[src/hw/rtl/baro_pkg.sv]
package baro_pkg;

  localparam int RawTempW  = 16;
  localparam int RawPressW = 19;
  localparam int TempW     = 16;
  localparam int PressW    = 18;
  localparam int CfgIdxW   = 2;
  localparam int CfgDataW  = 64;
  localparam int QuotW     = 32;
  localparam int TempQuotW = 27;

  localparam logic [CfgIdxW-1:0] RegCoeffA = 2'd0;
  localparam logic [CfgIdxW-1:0] RegCoeffB = 2'd1;
  localparam logic [CfgIdxW-1:0] RegCoeffC = 2'd2;
  localparam logic [CfgIdxW-1:0] RegOss    = 2'd3;

  typedef struct packed {
    logic [RawTempW-1:0]  raw_temperature;
    logic [RawPressW-1:0] raw_pressure;
  } in_beat_t;

  typedef struct packed {
    logic signed [TempW-1:0] temperature_tenths;
    logic [PressW-1:0]       pressure_pa;
    logic                    calc_error;
  } out_beat_t;

endpackage

[src/hw/rtl/baro_div.sv]
module baro_div #(
  parameter int W = baro_pkg::QuotW
) (
  input  logic         clk,
  input  logic         en,
  input  logic [W-1:0] num_in,
  input  logic [W-1:0] den_in,
  input  logic [W-1:0] rem_in,
  input  logic [W-1:0] quo_in,
  output logic [W-1:0] num_out,
  output logic [W-1:0] den_out,
  output logic [W-1:0] rem_out,
  output logic [W-1:0] quo_out
);

  logic [W:0]   trial;
  logic [W:0]   diff;

  always_comb begin
    trial = {rem_in, num_in[W-1]};
    diff  = trial - {1'b0, den_in};
  end

  always_ff @(posedge clk) begin
    if (en) begin
      num_out <= num_in << 1;
      den_out <= den_in;
      if (!diff[W]) begin
        rem_out <= diff[W-1:0];
        quo_out <= {quo_in[W-2:0], 1'b1};
      end else begin
        rem_out <= trial[W-1:0];
        quo_out <= {quo_in[W-2:0], 1'b0};
      end
    end
  end

endmodule

[config.mk]
export PLATFORM = sky130hd
export DESIGN_NAME = baro_div
export DESIGN_NICKNAME = d
export VERILOG_FILES = /design/src/hw/rtl/baro_pkg.sv /design/src/hw/rtl/baro_div.sv
export SDC_FILE = /design/constraint.sdc
export NUM_CORES = 1
export LEC_CHECK = 0
export BUFFER_PORTS_ARGS = -buffer_cell sky130_fd_sc_hd__buf_2
export CORE_ASPECT_RATIO = 0.6
export CORE_UTILIZATION = 45
export DETAILED_ROUTE_END_ITERATION = 12
export GPL_ROUTABILITY_DRIVEN = 0
export PLACE_DENSITY = 0.72
export SLEW_MARGIN = 30
export SYNTH_ARGS = -nofsm -noshare
export SYNTH_HDL_FRONTEND = slang
export SYNTH_SLANG_ARGS = --single-unit
[constraint.sdc]
create_clock -name clk -period 7.4 [get_ports clk]
set_clock_uncertainty 0.1 [all_clocks]
set_input_delay 0.74 -clock clk [delete_from_list [all_inputs] [get_ports clk]]
set_output_delay 0.74 -clock clk [all_outputs]
set_load 0.005 [all_outputs]
Word-level counts from Yosys, hierarchy flattened. Cells that the tools add are included.

Output and inout bits: 128. Register bits: 127. Input bits: 130. Word-level logic and storage cells: 7.

Add/subtract/negate cells: 1. Mux-type cells: 2.

Operator list (number): subtractor 33 x 32 -> 33 bit (1); 2-to-1 mux 32 bit (1); 2-to-1 mux 1 bit (1).

Longest topological paths before layout.
Depth after elaboration: 2. Mapped depth: 13.

Worst setup path before layout. OpenSTA, ideal clock, no wires.

Kind: input to register. Start: input port den_in[16]. End: register rem_out[10] (data pin). Slack: 4.028 ns. Buffers on the path: 2. Library setup time: 0.260 ns. Cell stages on the path: 12. Arrival: 3.011 ns. Cell sequence: inv_1 > ha_1 > buf_6 > a21oi_4 > o211ai_1 > a221o_1 > a211o_1 > o21a_1 > o211ai_4 > inv_2 > buf_6 > mux2_4.

Cells in the longest elaborated chain, start to end: 2.

Ends and longest elaborated chain: from (decl) (line baro_div.sv:7) `input logic [W-1:0] den_in,`; subtractor 33 x 32 -> 33 bit (line baro_div.sv:21) `diff = trial - {1'b0, den_in};`; 2-to-1 mux 32 bit (line baro_div.sv:28) `if (!diff[W]) begin`; to (signal assigned) (line baro_div.sv:29) `rem_out <= diff[W-1:0];`; to (signal assigned) (line baro_div.sv:32) `rem_out <= trial[W-1:0];`; to (decl) (line baro_div.sv:12) `output logic [W-1:0] rem_out,`.

Every way passes these cells. A chain may end at the register's enable or synchronous reset.

Worst setup path after layout.
Start: input port den_in[13]. End: register rem_out[16] (data pin).

Same word-level chain as after synthesis.

==> out/qor.csv <==
stage,metric,value,unit
place,dpl.hpwl,11.5,mm
synth,yosys.area.top_type,edfxtp_1,
timing,worst_pin_slew,863,ps
global_route,groute.usage.overall,21.2,%
floorplanning,rows,33,
synth,syn_nets,652,
cells_and_area,nets,911,
setup_path,crit_type,primary input to flip-flop,
cells_and_area,antenna_cells,0,
power,max-vdd-ir-drop,0.000159,V
setup_path,startpoint_type,primary input,
global_route,grt.overflow.total,0,
cells_and_area,fin_cells,935,
clock_tree,root_buffer,clkbuf_16,
job,max_cap_viol_count,0,
global_route,grt_max_degree,72,
global_route,grt_pass1_wl,23.4,mm
floorplanning,dieWidth,154,um
detailed_routing,via_per_inst,5.23,
synth,ys_warn_count,0,
cells_and_area,area_growth,32.3,%
synth,synth_top_cell_area_share,60.7,%
clock_tree,h-tree-depth,4,
synth,async_reset_ff_share,0,%
timing,period_minus_slack,4190,ps
global_route,grtUsageMet2,33.4,%
worst_hold_path,min_path_cells,1,
power,p_leak,3.79,nW
detailed_routing,drtIter0Drc,317,
clock_tree,clock_sinks,127,
clock_tree,cts-resized-gates,0,
clock_tree,hold_buffers,0,
timing,period_share,56.6,%
timing,slew_viol_final,0,
detailed_routing,drt_pre_antenna_iters,6,
clock_tree,clk_pin_slew,60,ps
worst_hold_path,min_to,num_out[29],
place,portBuffers,255,
floorplanning,pin_count,258,
power,p_per_area,258,nW/um2
global_route,antenna_found_initial,0,
timing,slew_headroom,42.2,%
setup_path,cp.required,7450,ps
synth,synth_cell_types,51,
global_route,use_met1,28.2,%
detailed_routing,wl,15.5,mm
detailed_routing,ant_nets,0,
detailed_routing,vias,4886,
global_route,grt_pass1_vias,4591,
synth,yosys_most_used_dff,edfxtp_1,
synth,synth_area_leaders,"edfxtp_1, ha_1, mux2_4",
synth,syn_area,6280,um2
timing,max_freq,239,MHz
synth,seq_area_frac_synth,60.7,%
timing,final-setup-viol-count,0,
detailed_routing,wl_per_cell,16.5,um
setup_path,cp-end-kind,flip-flop,
floorplanning,coreArea,13600,um2
detailed_routing,drc_errors,0,
clock_tree,cts_buffers,17,
synth,synth_edf_count,127,
setup_path,crit_arrival,4240,ps
floorplanning,initial_core_util,46.1,%
worst_hold_path,holdCritStartpoint,num_in[28],
cells_and_area,fill_cells,1134,
timing,finalHoldViolCount,0,
cells_and_area,drive_gt1_share,40.7,%
timing,fin_setup_tns,0,ps
setup_path,crit_fanout,28,
synth,ys_ff_latch,127,
clock_tree,post-cts-setup-buffers,0,
worst_hold_path,min_path_type,primary input to flip-flop,
synth,avgSynthCellArea,12.8,um2
status,outcome,"complete, no violations",
global_route,grt_busiest_layer,met2,
place,numPlacedInstances,904,
timing,rsz0062_at_grt,false,
clock_tree,tritoncts,done,
floorplanning,die_area,14400,um2
synth,synthCells,489,
floorplanning,die_h,93.5,um
clock_tree,clock_path_buffers,2,
global_route,grt_util_met3,7.14,%
## metrics by stage
step | power, W | cell area (um2) | utilization [%] | hold WS [ps] | worst slack [ps]
4_1_cts | 0.00216 | 8310 | 61.0 | 393 | 3290
5_1_grt | 0.00223 | 8310 | 61.0 | 386 | 3040
2_1_floorplan | 0.00113 | 6280 | - | 739 | 4030
3_5_place_dp | 0.00129 | 7700 | 56.5 | 818 | 2880
6_report | 0.00214 | 8310 | 61.0 | 410 | 3210
3_3_place_gp | 0.00128 | 7700 | 56.5 | 816 | 2900
## placed cells by master, fill, tap and decap left out, types with 15 or more instances in the layout
cell / Yosys / layout
mux2_4: 18 / 18
o21ai_0: 24 / 24
a21oi_1: 34 / 34
nor2_1: 16 / 16
clkbuf_16: 0 / 17
edfxtp_1: 127 / 127
a21o_1: 15 / 15
buf_2: 1 / 254
nand2_1: 44 / 44
inv_1: 41 / 41
ha_1: 32 / 32
## sequential cells by signal, indices dropped and copies added, names as in the netlist
register / flops
den_out: 32
num_out: 31
quo_out: 32
rem_out: 32
## cells in the mapped netlist (5+ instances only)
cell type / number
nor2b_1: 5
xor2_1: 10
clkbuf_1: 11
edfxtp_1: 127
o211ai_1: 8
o21a_1: 6
inv_1: 41
nor2_1: 16
o21bai_1: 5
mux2_4: 18
o31ai_1: 5
nand2_1: 44
and3_1: 6
xnor2_1: 14
nand2b_1: 5
a21o_1: 15
o21ai_0: 24
nand4_1: 7
nand3_1: 11
a21oi_1: 34
ha_1: 32
## critical path, cell delays in order
cell	delay, ps
buf_2	120
inv_1	50
ha_1	380
a21oi_2	250
o211ai_1	140
a221o_1	360
a211o_1	300
o21a_1	220
o211ai_4	720
inv_2	520
mux2_4	420
## routing by layer
metal | up-vias | share of wire, %
met3 | 11 | 9.3
met4 | 0 | 0.74
met2 | 248 | 46
li1 | 2349 | -
met5 | - | 0
met1 | 2278 | 44
## report_power, final
group          switching (W)  internal, W  total, W
combinational       0.000207     0.000179  0.000386
clock               0.000324     0.000536  0.000860
sequential         0.0000158     0.000880  0.000895
## final cells by class
class / count / area [um2] / share of cell area (%)
Clock buffer: 17 / 425 / 5.12
Clock inverter: 14 / 180 / 2.17
Inverter: 42 / 158 / 1.90
Multi-Input combinational cell: 304 / 2220 / 26.7
Sequential cell: 127 / 3810 / 45.9
Tap cell: 175 / 219 / 2.64
Timing Repair Buffer: 256 / 1290 / 15.5
## kinds of logic after synthesis
group	share of synthesized area [%]
simple gates	8.25
compound gates	12.7
other cells	0.0597
buf+inv	3.91
xor+xnor	3.35
fa+ha+maj	6.70
mux	4.30
flops	60.7
## how the worst max path moves through the flow
stage,start,endpoint,cells after the start
final,den_in[13],rem_out[16],11
after detailed placement,den_in[16],rem_out[28],11
after global routing,den_in[16],rem_out[6],11
after floorplan,den_in[16],rem_out[10],12
after CTS,den_in[16],rem_out[17],11
after global placement,den_in[13],rem_out[28],11
Note: power is estimated with default switching activity, not from simulation.
